**src/design/peak_normalizer_macros.svh**
```systemverilog
// ----------------------------------------------------------------------------
// peak_normalizer_macros.svh
// Assertion macros shared by the peak normalizer modules.
// ----------------------------------------------------------------------------
`ifndef PEAK_NORMALIZER_MACROS_SVH
`define PEAK_NORMALIZER_MACROS_SVH

`ifndef NO_ASSERTIONS

// Same-cycle implication, checked out of reset
`define PN_ASSERT_NOW(lbl, clk, rst_n, ante, cons) \
    lbl: assert property (@(posedge clk) disable iff (!rst_n) (ante) |-> (cons)) \
        else $error("peak_normalizer: same-cycle check failed");

// Next-cycle implication, checked out of reset
`define PN_ASSERT_NEXT(lbl, clk, rst_n, ante, cons) \
    lbl: assert property (@(posedge clk) disable iff (!rst_n) (ante) |=> (cons)) \
        else $error("peak_normalizer: next-cycle check failed");

`else

`define PN_ASSERT_NOW(lbl, clk, rst_n, ante, cons)
`define PN_ASSERT_NEXT(lbl, clk, rst_n, ante, cons)

`endif

`endif

```
**src/design/pn_pkg.sv**
```systemverilog
// ----------------------------------------------------------------------------
// pn_pkg
// Shared constants and controller/datapath interface types.
// ----------------------------------------------------------------------------
package pn_pkg;

    localparam int DEPTH_DEF = 64;
    localparam int SAMPLE_W  = 16;

    // Commands from controller to datapath
    typedef struct packed {
        logic store;      // write accepted sample, update peak and count
        logic drop;       // buffer full: flag the lost sample
        logic first;      // rewind read index
        logic rd;         // read buffer entry into the data register
        logic div_start;  // start the serial divider
        logic load;       // load the output register
        logic next;       // advance read index
        logic clear;      // end of block: clear count, peak and drop flag
    } t_cmd;

    // Status from datapath to controller
    typedef struct packed {
        logic full;       // buffer holds DEPTH samples
        logic is_last;    // read index points at the final stored sample
        logic div_done;   // quotient ready
        logic div_busy;   // divider iterating
        logic out_free;   // output register can take a beat
    } t_stat;

endpackage

```
**src/design/peak_normalizer.sv**
```systemverilog
// ----------------------------------------------------------------------------
// peak_normalizer
// Block peak normalization of signed 16-bit samples to Q1.15.
//
//   channel | direction | handshake                  | payload
//   --------+-----------+----------------------------+-------------------------
//   in      | input     | i_in_valid / o_in_ready    | i_sample, i_last
//   out     | output    | o_out_valid / i_out_ready  | o_scaled, o_final_res,
//           |           |                            | o_zero_peak, o_overflowed
//
// Samples are taken one a cycle while a block is collected. After the beat
// marked last, input stalls and each stored sample steps through buffer
// read, divider load, 16 divider steps, done and output load, which waits
// while the output is stalled.
// Input reopens once the final beat sits in the output register.
// Reset is synchronous, active low, and needs no clearing pass.
// ----------------------------------------------------------------------------
module peak_normalizer #(
    parameter int DEPTH = pn_pkg::DEPTH_DEF
) (
    input  logic                          i_clk,
    input  logic                          i_rst_n,
    input  logic                          i_in_valid,
    output logic                          o_in_ready,
    input  logic [pn_pkg::SAMPLE_W-1:0]   i_sample,
    input  logic                          i_last,
    output logic                          o_out_valid,
    input  logic                          i_out_ready,
    output logic [pn_pkg::SAMPLE_W-1:0]   o_scaled,
    output logic                          o_final_res,
    output logic                          o_zero_peak,
    output logic                          o_overflowed
);

    pn_pkg::t_cmd  w_cmd;
    pn_pkg::t_stat w_stat;

    pn_ctrl u_ctrl (
        .i_clk      (i_clk),
        .i_rst_n    (i_rst_n),
        .i_in_valid (i_in_valid),
        .i_last     (i_last),
        .o_in_ready (o_in_ready),
        .i_stat     (w_stat),
        .o_cmd      (w_cmd)
    );

    pn_dp #(
        .DEPTH (DEPTH)
    ) u_dp (
        .i_clk        (i_clk),
        .i_rst_n      (i_rst_n),
        .i_cmd        (w_cmd),
        .o_stat       (w_stat),
        .i_sample     (i_sample),
        .i_out_ready  (i_out_ready),
        .o_out_valid  (o_out_valid),
        .o_scaled     (o_scaled),
        .o_final_res  (o_final_res),
        .o_zero_peak  (o_zero_peak),
        .o_overflowed (o_overflowed)
    );

endmodule

```
**src/design/pn_div.sv**
```systemverilog
// ----------------------------------------------------------------------------
// pn_div
// Restoring serial divider: floor(dividend * 2^15 / divisor), one bit a cycle.
// The dividend never exceeds the divisor, so the quotient fits 16 bits.
// ----------------------------------------------------------------------------
`include "peak_normalizer_macros.svh"

module pn_div (
    input  logic                          i_clk,
    input  logic                          i_rst_n,
    input  logic                          i_start,
    input  logic [pn_pkg::SAMPLE_W-1:0]   i_dividend,
    input  logic [pn_pkg::SAMPLE_W-1:0]   i_divisor,
    output logic [pn_pkg::SAMPLE_W-1:0]   o_quotient,
    output logic                          o_done,
    output logic                          o_busy
);

    localparam int W  = pn_pkg::SAMPLE_W;
    localparam int NW = $clog2(W);

    logic [W:0]    r_rem;
    logic [W:0]    n_rem;
    logic [W-1:0]  r_quo;
    logic [NW-1:0] r_cnt;
    logic          r_busy;
    logic          r_done;
    logic          w_ge;
    logic [W:0]    w_diff;

    // Trial subtract for the current bit
    always_comb begin
        w_ge   = r_rem >= {1'b0, i_divisor};
        w_diff = w_ge ? (r_rem - {1'b0, i_divisor}) : r_rem;
        n_rem  = {w_diff[W-1:0], 1'b0};
    end

    // Control: count steps, pulse done after the last one
    always_ff @(posedge i_clk) begin
        if (!i_rst_n) begin
            r_busy <= 1'b0;
            r_done <= 1'b0;
            r_cnt  <= '0;
        end else begin
            r_done <= 1'b0;
            if (i_start) begin
                r_busy <= 1'b1;
                r_cnt  <= '0;
            end else if (r_busy) begin
                r_cnt <= r_cnt + NW'(1);
                if (r_cnt == NW'(W - 1)) begin
                    r_busy <= 1'b0;
                    r_done <= 1'b1;
                end
            end
        end
    end

    // Datapath: shift remainder, collect quotient bits
    always_ff @(posedge i_clk) begin
        if (i_start) begin
            r_rem <= {1'b0, i_dividend};
            r_quo <= '0;
        end else if (r_busy) begin
            r_rem <= n_rem;
            r_quo <= {r_quo[W-2:0], w_ge};
        end
    end

    assign o_quotient = r_quo;
    assign o_done     = r_done;
    assign o_busy     = r_busy;

    `PN_ASSERT_NOW(a_div_start_idle, i_clk, i_rst_n, i_start, !r_busy)

endmodule

```
**src/design/pn_dp.sv**
```systemverilog
// ----------------------------------------------------------------------------
// pn_dp
// Datapath: sample buffer, fill count, peak tracker, divider and output stage.
// ----------------------------------------------------------------------------
`include "peak_normalizer_macros.svh"

module pn_dp #(
    parameter int DEPTH = pn_pkg::DEPTH_DEF
) (
    input  logic                          i_clk,
    input  logic                          i_rst_n,
    input  pn_pkg::t_cmd                  i_cmd,
    output pn_pkg::t_stat                 o_stat,
    input  logic [pn_pkg::SAMPLE_W-1:0]   i_sample,
    input  logic                          i_out_ready,
    output logic                          o_out_valid,
    output logic [pn_pkg::SAMPLE_W-1:0]   o_scaled,
    output logic                          o_final_res,
    output logic                          o_zero_peak,
    output logic                          o_overflowed
);

    localparam int W  = pn_pkg::SAMPLE_W;
    localparam int AW = (DEPTH > 1) ? $clog2(DEPTH) : 1;
    localparam int CW = $clog2(DEPTH + 1);

    // Two's complement magnitude; the most negative value maps to 2^(W-1)
    function automatic logic [W-1:0] mag_of(input logic [W-1:0] s);
        mag_of = s[W-1] ? (~s + W'(1)) : s;
    endfunction

    logic [W-1:0]  mem [DEPTH];
    logic [CW-1:0] r_fill;
    logic [W-1:0]  r_peak;
    logic          r_drop;
    logic [AW-1:0] r_rd_idx;
    logic [W-1:0]  r_rd_data;
    logic [W-1:0]  w_in_mag;
    logic [W-1:0]  w_quo;
    logic          w_div_done;
    logic          w_div_busy;
    logic [W-1:0]  n_scaled;
    logic          w_last;
    logic          w_out_free;

    logic          r_out_valid;
    logic [W-1:0]  r_scaled;
    logic          r_final;
    logic          r_zero_peak;
    logic          r_ovf;

    assign w_in_mag   = mag_of(i_sample);
    assign w_last     = (CW'(r_rd_idx) + CW'(1)) == r_fill;
    assign w_out_free = !r_out_valid || i_out_ready;

    // Buffer: write at fill count, registered read at read index
    always_ff @(posedge i_clk) begin
        if (i_cmd.store) begin
            mem[r_fill[AW-1:0]] <= i_sample;
        end
        if (i_cmd.rd) begin
            r_rd_data <= mem[r_rd_idx];
        end
    end

    // Block state: count, peak, drop flag
    always_ff @(posedge i_clk) begin
        if (!i_rst_n) begin
            r_fill <= '0;
            r_peak <= '0;
            r_drop <= 1'b0;
        end else if (i_cmd.clear) begin
            r_fill <= '0;
            r_peak <= '0;
            r_drop <= 1'b0;
        end else begin
            if (i_cmd.store) begin
                r_fill <= r_fill + CW'(1);
                if (w_in_mag > r_peak) begin
                    r_peak <= w_in_mag;
                end
            end
            if (i_cmd.drop) begin
                r_drop <= 1'b1;
            end
        end
    end

    // Read index
    always_ff @(posedge i_clk) begin
        if (!i_rst_n) begin
            r_rd_idx <= '0;
        end else if (i_cmd.first) begin
            r_rd_idx <= '0;
        end else if (i_cmd.next) begin
            r_rd_idx <= r_rd_idx + AW'(1);
        end
    end

    pn_div u_div (
        .i_clk      (i_clk),
        .i_rst_n    (i_rst_n),
        .i_start    (i_cmd.div_start),
        .i_dividend (mag_of(r_rd_data)),
        .i_divisor  (r_peak),
        .o_quotient (w_quo),
        .o_done     (w_div_done),
        .o_busy     (w_div_busy)
    );

    // Apply sign, saturate +1.0, force zero for an all-zero block
    always_comb begin
        if (r_peak == '0) begin
            n_scaled = '0;
        end else if (r_rd_data[W-1]) begin
            n_scaled = ~w_quo + W'(1);
        end else if (w_quo[W-1]) begin
            n_scaled = {1'b0, {(W-1){1'b1}}};
        end else begin
            n_scaled = w_quo;
        end
    end

    // Output register: hold beat until taken
    always_ff @(posedge i_clk) begin
        if (!i_rst_n) begin
            r_out_valid <= 1'b0;
        end else if (i_cmd.load) begin
            r_out_valid <= 1'b1;
        end else if (i_out_ready) begin
            r_out_valid <= 1'b0;
        end
    end

    always_ff @(posedge i_clk) begin
        if (i_cmd.load) begin
            r_scaled    <= n_scaled;
            r_final     <= w_last;
            r_zero_peak <= (r_peak == '0);
            r_ovf       <= r_drop;
        end
    end

    assign o_stat.full     = (r_fill == CW'(DEPTH));
    assign o_stat.is_last  = w_last;
    assign o_stat.div_done = w_div_done;
    assign o_stat.div_busy = w_div_busy;
    assign o_stat.out_free = w_out_free;

    assign o_out_valid  = r_out_valid;
    assign o_scaled     = r_scaled;
    assign o_final_res  = r_final;
    assign o_zero_peak  = r_zero_peak;
    assign o_overflowed = r_ovf;

    `PN_ASSERT_NOW(a_fill_bound, i_clk, i_rst_n, 1'b1, r_fill <= CW'(DEPTH))
    `PN_ASSERT_NOW(a_load_free, i_clk, i_rst_n, i_cmd.load, w_out_free)
    `PN_ASSERT_NOW(a_store_room, i_clk, i_rst_n, i_cmd.store, r_fill < CW'(DEPTH))

endmodule

```
**src/design/pn_ctrl.sv**
```systemverilog
// ----------------------------------------------------------------------------
// pn_ctrl
// Controller: collects a block, then steps read, divide and output per sample.
// ----------------------------------------------------------------------------
`include "peak_normalizer_macros.svh"

module pn_ctrl (
    input  logic           i_clk,
    input  logic           i_rst_n,
    input  logic           i_in_valid,
    input  logic           i_last,
    output logic           o_in_ready,
    input  pn_pkg::t_stat  i_stat,
    output pn_pkg::t_cmd   o_cmd
);

    typedef enum logic [4:0] {
        S_COLLECT = 5'b00001,
        S_READ    = 5'b00010,
        S_START   = 5'b00100,
        S_DIV     = 5'b01000,
        S_OUT     = 5'b10000
    } t_state;

    t_state r_state;
    t_state n_state;
    logic   w_acc;

    assign o_in_ready = (r_state == S_COLLECT);
    assign w_acc      = i_in_valid && o_in_ready;

    // Next state and commands
    always_comb begin
        n_state = r_state;
        o_cmd   = '0;
        unique case (r_state)
            S_COLLECT: begin
                if (w_acc) begin
                    o_cmd.store = !i_stat.full;
                    o_cmd.drop  = i_stat.full;
                    if (i_last) begin
                        o_cmd.first = 1'b1;
                        n_state     = S_READ;
                    end
                end
            end
            S_READ: begin
                o_cmd.rd = 1'b1;
                n_state  = S_START;
            end
            S_START: begin
                o_cmd.div_start = 1'b1;
                n_state         = S_DIV;
            end
            S_DIV: begin
                if (i_stat.div_done) begin
                    n_state = S_OUT;
                end
            end
            S_OUT: begin
                if (i_stat.out_free) begin
                    o_cmd.load = 1'b1;
                    if (i_stat.is_last) begin
                        o_cmd.clear = 1'b1;
                        n_state     = S_COLLECT;
                    end else begin
                        o_cmd.next = 1'b1;
                        n_state    = S_READ;
                    end
                end
            end
            default: begin
                n_state = S_COLLECT;
            end
        endcase
    end

    always_ff @(posedge i_clk) begin
        if (!i_rst_n) begin
            r_state <= S_COLLECT;
        end else begin
            r_state <= n_state;
        end
    end

    `PN_ASSERT_NOW(a_collect_div_idle, i_clk, i_rst_n, r_state == S_COLLECT, !i_stat.div_busy)

endmodule

```
**config.mk**
```make
export PLATFORM = sky130hd
export DESIGN_NAME = peak_normalizer
export DESIGN_NICKNAME = d
export VERILOG_FILES = /design/src/design/pn_pkg.sv /design/src/design/peak_normalizer.sv /design/src/design/pn_div.sv /design/src/design/pn_dp.sv /design/src/design/pn_ctrl.sv
export VERILOG_INCLUDE_DIRS = /design/src /design/src/design
export SDC_FILE = /design/constraint.sdc
export NUM_CORES = 1
export LEC_CHECK = 0
export BUFFER_PORTS_ARGS = -buffer_cell sky130_fd_sc_hd__buf_2
export CAP_MARGIN = 20
export CORE_ASPECT_RATIO = 1.2
export CORE_MARGIN = 2
export CORE_UTILIZATION = 55
export DETAILED_ROUTE_END_ITERATION = 6
export GPL_ROUTABILITY_DRIVEN = 0
export PLACE_DENSITY = 0.74
export SYNTH_ARGS = -nofsm -noshare
export SYNTH_HDL_FRONTEND = slang
export SYNTH_SLANG_ARGS = --single-unit
export TNS_END_PERCENT = 10
```
**constraint.sdc**
```tcl
create_clock -name i_clk -period 2.9 [get_ports i_clk]
set_clock_uncertainty 0.15 [all_clocks]
set_input_delay 0.29 -clock i_clk [delete_from_list [all_inputs] [get_ports i_clk]]
set_output_delay 0.29 -clock i_clk [all_outputs]
set_load 0.02 [all_outputs]
```
==> results.ini, run 1 <==
[routing]
routedWlPerCell_um = 29.4
vias = 24297
drt-pass1-iter-count = 7
postRouteAntennaNets = 0
avgViaCountPerCell = 6.36
routed_wl_mm = 112
drcViolationCount = 0
drt_iter0_markers = 2892

[worst_setup_path]
start_kind = input port
crit_fanout = 8
critPathKind = input port to register
required_ns = 3.32
arrival_ns = 3.34
cp-end-kind = register

[sta]
grt_setup_unrepaired = true
worst_slew_pin_slew_ns = 0.887
fmax_mhz = 342
layout_worst_path_cycle_share_pct = 101
fin_ws_ns = -0.0243
finalSetupViolations = 4
hold_violations = 0
holdWs_ns = 0.0508
slew_headroom_pct = 40.7
drv_slew = 0
timing.final.crit_period_ns = 2.92

[synthesis]
synth_ff_type = edfxtp_1
syn-cell-area_um2 = 45800
yosysWarnings = 0
yosysMostFrequentCell = edfxtp_1
ys_top_cells_by_area = edfxtp_1 71%, mux4_2 15%, dfxtp_1 2.6%, nor2_1 1.5%, ha_1 1.1%
synth_area_per_cell_um2 = 19.6
syn-num-nets = 2398
yosys.area.top_type = edfxtp_1
synth_seq_cells = 1134
seq_area_frac_synth_pct = 73.1
synth_cell_types = 61
synth_edf_count = 1075
syn_inst = 2337
synthArstFlopShare_pct = 0
synthTopCellsByCount = 1075 x edfxtp_1, 304 x mux4_2, 178 x nor2_1
synth_top_area_share_pct = 70.5

[place]
port_buffers = 41
dp_hpwl_mm = 67.5
place_area_um2 = 49300
dp.cells = 3602

[global_route]
grt_pass1_wl_mm = 165
grt_max_degree = 67
grt-ovfl-total = 0
first_global_vias = 24752
track_usage_pct = 26.9
antenna_found_initial = 2

[clocking]
cts_buffer_depth = 3
clkLatencyLatePin_ns = 0.69
root_buffer = clkbuf_16
tritoncts = built
clock_sinks = 1134
clk_pin_slew_ns = 0.07
cts_buffers = 105
cts-htree-levels = 3

[layout]
layout.nets = 2683
stdcell_count = 3821
layout-drive-gt1-share_pct = 31.7
area_delta_synth_final_pct = 16.3
fin_area_um2 = 53200

[status]
violations = setup timing
outcome = complete, but fails checks

[power_and_ir_drop]
power_density_nw_per_um2 = 642
finalPower_mw = 34.2
leakage_nw = 16.9
ir_drop_mv = 0.450

[floorplanning]
ios = 42
die_area_um2 = 85500
core_area_um2 = 82200
die_w_um = 267
start_util_pct = 55.7
rows = 115
fp.dieH_um = 320

[run]
maxCapViolCount = 0

[worst_hold_path]
hold_path_class = input port to register

stage by stage:
step | util, % | setup TNS, ns | setup WS (ns)
after floorplan | - | -38.60 | -0.129
after global placement | 60.0 | -12.99 | -0.854
after detailed placement | 60.0 | -12.41 | -0.810
after CTS | 64.3 | -0.0187 | -0.0127
after global routing | 64.8 | -1.98 | -0.152
final | 64.8 | -0.0407 | -0.0243
power breakdown:
part	total [mW]	leakage [nW]	internal, mW	switching [mW]
clock network	13.5	1.62	7.55	5.91
registers	18.2	10.1	18.1	0.0980
logic	2.47	5.09	0.966	1.50
cells in the final DEF (no fill, tap or decap), types with 36 or more instances in the layout:
cell,count
edfxtp_1,1075
mux4_2,304
nand2_1,78
buf_4,191
ha_1,36
clkbuf_16,106
nor2_1,161
buf_12,49
buf_2,41
dfxtp_1,55
a21oi_1,37
sequential cells by signal, summed over array words and instances (netlist names), 5 cells and up:
name	flops
u_dp.mem	1024
u_dp.u_div.r_rem	17
u_dp.o_scaled	16
u_dp.r_peak	16
u_dp.r_rd_data	16
u_dp.u_div.o_quotient	16
u_dp.r_fill	7
u_dp.r_rd_idx	6
u_ctrl.r_state	5
per-layer routing:
layer / part of all wire (%) / up-vias / GRT usage (%)
met1: 36 / 12701 / 34.7
li1: - / 10139 / -
met4: 4.3 / 2 / 11.5
met5: 0.0089 / - / 0
met3: 8.6 / 222 / 5.02
met2: 51 / 1233 / 44.9
path summary, 6_finish.rpt:
path / slack (ns) / cells after the start / from / end
worst max-delay path: -0.02 / 13 / i_sample[6] / u_dp.r_peak[0]$_SDFFE_PP0P_
worst min-delay path: 0.05 / 2 / i_sample[1] / u_dp.mem[47][1]$_DFFE_PP_
worst max register to register: 0.02 / 7 / u_dp.r_rd_idx[0]$_SDFFE_PP0P_ / u_dp.r_rd_data[10]$_DFFE_PP_
worst min register to register: 0.32 / 0 / u_dp.r_drop$_SDFFE_PP0P_ / u_dp.o_overflowed$_DFFE_PP_
cells by family after synthesis:
| kind of cell | synth area share [%] |
|---|---|
| adder cells (fa/ha/maj) | 1.11 |
| AND/OR/NAND/NOR | 3.74 |
| XOR/XNOR | 1.09 |
| flip-flops | 73.1 |
| multiplexers | 16.4 |
| buffers and inverters | 1.52 |
| AO/OA/AOI/OAI | 2.99 |
critical path: stages:
cell	delay [ns]
buf_2	0.11
or4_4	0.62
nor2_4	0.17
nand3_4	0.10
nor4b_2	0.36
ha_1	0.32
nand3_2	0.11
nor4_4	0.06
a221o_1	0.35
o211ai_1	0.37
buf_6	0.20
mux2i_2	0.22
nor2_1	0.07
timing repair:
action	4_1_cts	5_1_grt
buffers inserted	4	7
setup endpoints to repair	38	521
endpoints found under the hold margin	74	0
resized for setup	10	66
cloned	0	2
pin swaps	1	30
hold buffers	11	0
final cells by class:
cell class | count | area (um^2)
diodes | 3 | 7.51
clock buffers | 136 | 2770
clock inverters | 56 | 581
fillers | 5219 | 28900
inverters | 34 | 129
multi-input cells | 1047 | 12000
flip-flops and latches | 1134 | 33500
well taps | 1111 | 1390
repair buffers | 300 | 2850
Power figures use the tool's default switching activity.
==> inputs of run 2 (changes only) <==
--- a/config.mk
+++ b/config.mk
@@ -7,13 +7,12 @@
 export NUM_CORES = 1
 export LEC_CHECK = 0
 export BUFFER_PORTS_ARGS = -buffer_cell sky130_fd_sc_hd__buf_2
-export CAP_MARGIN = 20
 export CORE_ASPECT_RATIO = 1.2
 export CORE_MARGIN = 2
 export CORE_UTILIZATION = 55
 export DETAILED_ROUTE_END_ITERATION = 6
 export GPL_ROUTABILITY_DRIVEN = 0
-export PLACE_DENSITY = 0.74
+export PLACE_DENSITY = 0.71
 export SYNTH_ARGS = -nofsm -noshare
 export SYNTH_HDL_FRONTEND = slang
 export SYNTH_SLANG_ARGS = --single-unit
==> constraint.sdc (replaced) <==
create_clock -name i_clk -period 2.82 [get_ports i_clk]
set_clock_uncertainty 0.15 [all_clocks]
set_input_delay 0.282 -clock i_clk [delete_from_list [all_inputs] [get_ports i_clk]]
set_output_delay 0.282 -clock i_clk [all_outputs]
set_load 0.02 [all_outputs]
==> run 2 against run 1 <==
Against the previous run: the run ends with hold timing, setup timing left; sequential power is 3% higher; global-route usage is 0.087 points higher; hold slack worse by 0.11 ns; routed wire length is 0.51% higher; critical path depth is 4 lower; critical endpoint is now u_dp.u_div.r_rem[9]$_DFFE_PP_; first-iteration DRC count is 0.17% higher; non-clock buffer count is 31 higher; register-to-register slack worse by 0.11 ns; via count is 0.50% lower; largest cell class unchanged; worst setup slack worse by 0.063 ns; core utilization is 0.71 points higher; final cell count is 0.76% higher.
==> results.ini, run 2 (synthesis gave the netlist of run 1 again) <==
[status]
outcome = complete, but fails checks  ; unchanged
violations = hold timing, setup timing  ; was setup timing

[routing]
routed_wl_mm = 113  ; was 112 mm
vias = 24176  ; was 24297
drt-pass1-iter-count = 6  ; was 7
drcViolationCount = 0  ; unchanged
routedWlPerCell_um = 29.3  ; was 29.4 um
drt_iter0_markers = 2897  ; was 2892
avgViaCountPerCell = 6.28  ; was 6.36
postRouteAntennaNets = 0  ; unchanged

[sta]
grt_setup_unrepaired = true  ; unchanged
hold_violations = 17  ; was 0
fin_ws_ns = -0.0869  ; was -0.0243 ns
worst_slew_pin_slew_ns = 0.947  ; was 0.887 ns
finalSetupViolations = 17  ; was 4
drv_slew = 0  ; unchanged
slew_headroom_pct = 36.9  ; was 40.7%
timing.final.crit_period_ns = 2.91
fmax_mhz = 344
layout_worst_path_cycle_share_pct = 103
holdWs_ns = -0.0555  ; was 0.0508 ns

[clocking]
cts_buffers = 105  ; unchanged
hold_buffers = 10  ; was 11
tritoncts = built  ; unchanged
root_buffer = clkbuf_16  ; unchanged
clk_pin_slew_ns = 0.07  ; about the same
cts_buffer_depth = 3  ; unchanged
clkLatencyLatePin_ns = 0.69  ; about the same
clock_sinks = 1134  ; unchanged
cts-htree-levels = 3  ; unchanged

[layout]
final_cell_mix = 1075 x edfxtp_1, 304 x mux4_2, 194 x buf_4, 161 x nor2_1, 107 x clkbuf_16  ; was 1075 x edfxtp_1, 304 x mux4_2, 191 x buf_4, 161 x nor2_1, 106 x clkbuf_16
area_delta_synth_final_pct = 17.6  ; was 16.3%
n_antenna_cell = 0  ; was 3
multiInputGateArea_um2 = 11900  ; was 12000 um^2
layout-drive-gt1-share_pct = 32.6  ; was 31.7%
layout.nets = 2714  ; was 2683
final_util_pct = 65.5  ; was 64.8%
nFillCells = 5274  ; was 5219
largest_register_ff_count = 1024  ; unchanged
mostFrequentLayoutCell = edfxtp_1  ; unchanged
register_area_um2 = 33500  ; about the same

[worst_setup_path]
slowest_delay_ns = 0.51  ; was 0.62 ns
cp-end-kind = register  ; unchanged
crit_family = simple AND/OR/NAND/NOR gates  ; unchanged
crit_fanout = 7  ; was 8
start_kind = register  ; was input port
r2r_cells = 9  ; was 7
critPathKind = register to register  ; was input port to register
required_ns = 3.08  ; was 3.32 ns
arrival_ns = 3.16  ; was 3.34 ns
cp_num_buf_inv = 1  ; was 2
path_depth = 9  ; was 13
crit_chain = ha_4 -> nand4_1 -> or4_4 -> o21a_1 -> a21boi_1 -> o21ai_1 -> buf_4 -> mux2i_2 -> mux2i_1  ; was buf_2 -> or4_4 -> nor2_4 -> nand3_4 -> nor4b_2 -> ha_1 -> nand3_2 -> nor4_4 -> a221o_1 -> o211ai_1 -> buf_6 -> mux2i_2 -> nor2_1
cpMaxStageDelayCell = or4_4  ; unchanged

[power_and_ir_drop]
power_frac_seq_pct = 52.8  ; was 53.4%
finalPower_mw = 35.5  ; was 34.2 mW
leakage_nw = 17.1  ; was 16.9 nW
power_switching_mw = 7.75  ; was 7.51 mW
power_density_nw_per_um2 = 660  ; was 642 nW/um^2
ir_drop_mv = 0.467  ; was 0.450 mV
clockPowerShare_pct = 39.9  ; was 39.4%
p_int_mw = 27.8  ; was 26.6 mW
combPwrFrac_pct = 7.3  ; was 7.2%
switching_share_pct = 21.8  ; was 22.0%

[global_route]
antenna_found_initial = 2  ; unchanged
track_usage_pct = 27.0  ; was 26.9%
grt-ovfl-total = 0  ; unchanged
first_global_vias = 24730  ; was 24752
grt_max_degree = 67  ; unchanged
grt_pass1_wl_mm = 165  ; about the same

[floorplanning]
die_w_um = 267  ; unchanged
core_area_um2 = 82200  ; unchanged
rows = 115  ; unchanged
die_area_um2 = 85500  ; unchanged
start_util_pct = 55.7  ; unchanged
fp.dieH_um = 320  ; unchanged
ios = 42  ; unchanged

[worst_hold_path]
min_path_cells = 2  ; unchanged
hold_path_class = input port to register  ; unchanged

[place]
port_buffers = 41  ; unchanged
dp_hpwl_mm = 68.7  ; was 67.5 mm
pre_cts_ws_ns = -0.693  ; was -0.810 ns

[run]
maxCapViolCount = 0  ; unchanged

## run 2: cell types whose count changed in the layout (fill, tap and decap cells not counted), sizes merged
cell	before	now
inv	35	38
clkinvlp	2	6
bufinv	9	12
clkbuf	136	125
diode	3	0
clkinv	44	46
dlygate4sd3	11	9
buf	289	322
## run 2: final timing paths
kind | start | to | slack, ns
max | u_dp.u_div.r_rem[9]$_DFFE_PP_ | u_dp.u_div.r_rem[9]$_DFFE_PP_ | -0.09
min | i_sample[11] | u_dp.mem[22][11]$_DFFE_PP_ | -0.06
max reg2reg | u_dp.u_div.r_rem[9]$_DFFE_PP_ | u_dp.u_div.r_rem[9]$_DFFE_PP_ | -0.09
min reg2reg | u_dp.r_drop$_SDFFE_PP0P_ | u_dp.o_overflowed$_DFFE_PP_ | 0.35
## run 2: timing repair
action / CTS / global route
gates cloned: 2 / 0
buffers inserted: 6 / 10
resized for setup: 29 / 30
endpoints found under the hold margin: 69 / 16
endpoints found under the setup margin: 12 / 52
pin swaps: 7 / 13
## run 2: per-stage QoR
step           hold slack, ns  area, um^2  std cells  setup TNS, ns
2_1_floorplan           0.231       45800       2337        -109.45
3_3_place_gp            0.288       49800       3630         -10.65
3_5_place_dp            0.307       49800       3630         -11.08
4_1_cts               0.00391       53600       3841         -0.396
5_1_grt               -0.0565       53800       3850          -2.82
6_report              -0.0555       53800       3850         -0.513
## run 2: area by class of cell
cell class              instances  area share (%)
clock inverters                68            1.28
multi-input cells            1047            22.1
repair buffers                331            6.45
flip-flops and latches       1134            62.2
clock buffers                 125            5.12
well taps                    1111            2.58
inverters                      34           0.240
## run 2: layer usage
layer	wire length (um)	vias up	track usage [%]
met2	56900	1207	44.6
met1	42400	12551	35.9
met3	8450	217	4.06
li1	-	10201	-
met4	5090	0	11.5
met5	0	-	0
## run 2: power groups by stage
stage / Sequential (mW) / Combinational, mW / Clock (mW)
6_report: 18.8 / 2.58 / 14.2
5_1_grt: 18.8 / 2.78 / 15.0
4_1_cts: 18.7 / 2.48 / 14.4
3_5_place_dp: 19.1 / 2.41 / 0
3_3_place_gp: 19.1 / 2.31 / 0
2_1_floorplan: 19.1 / 1.28 / 0
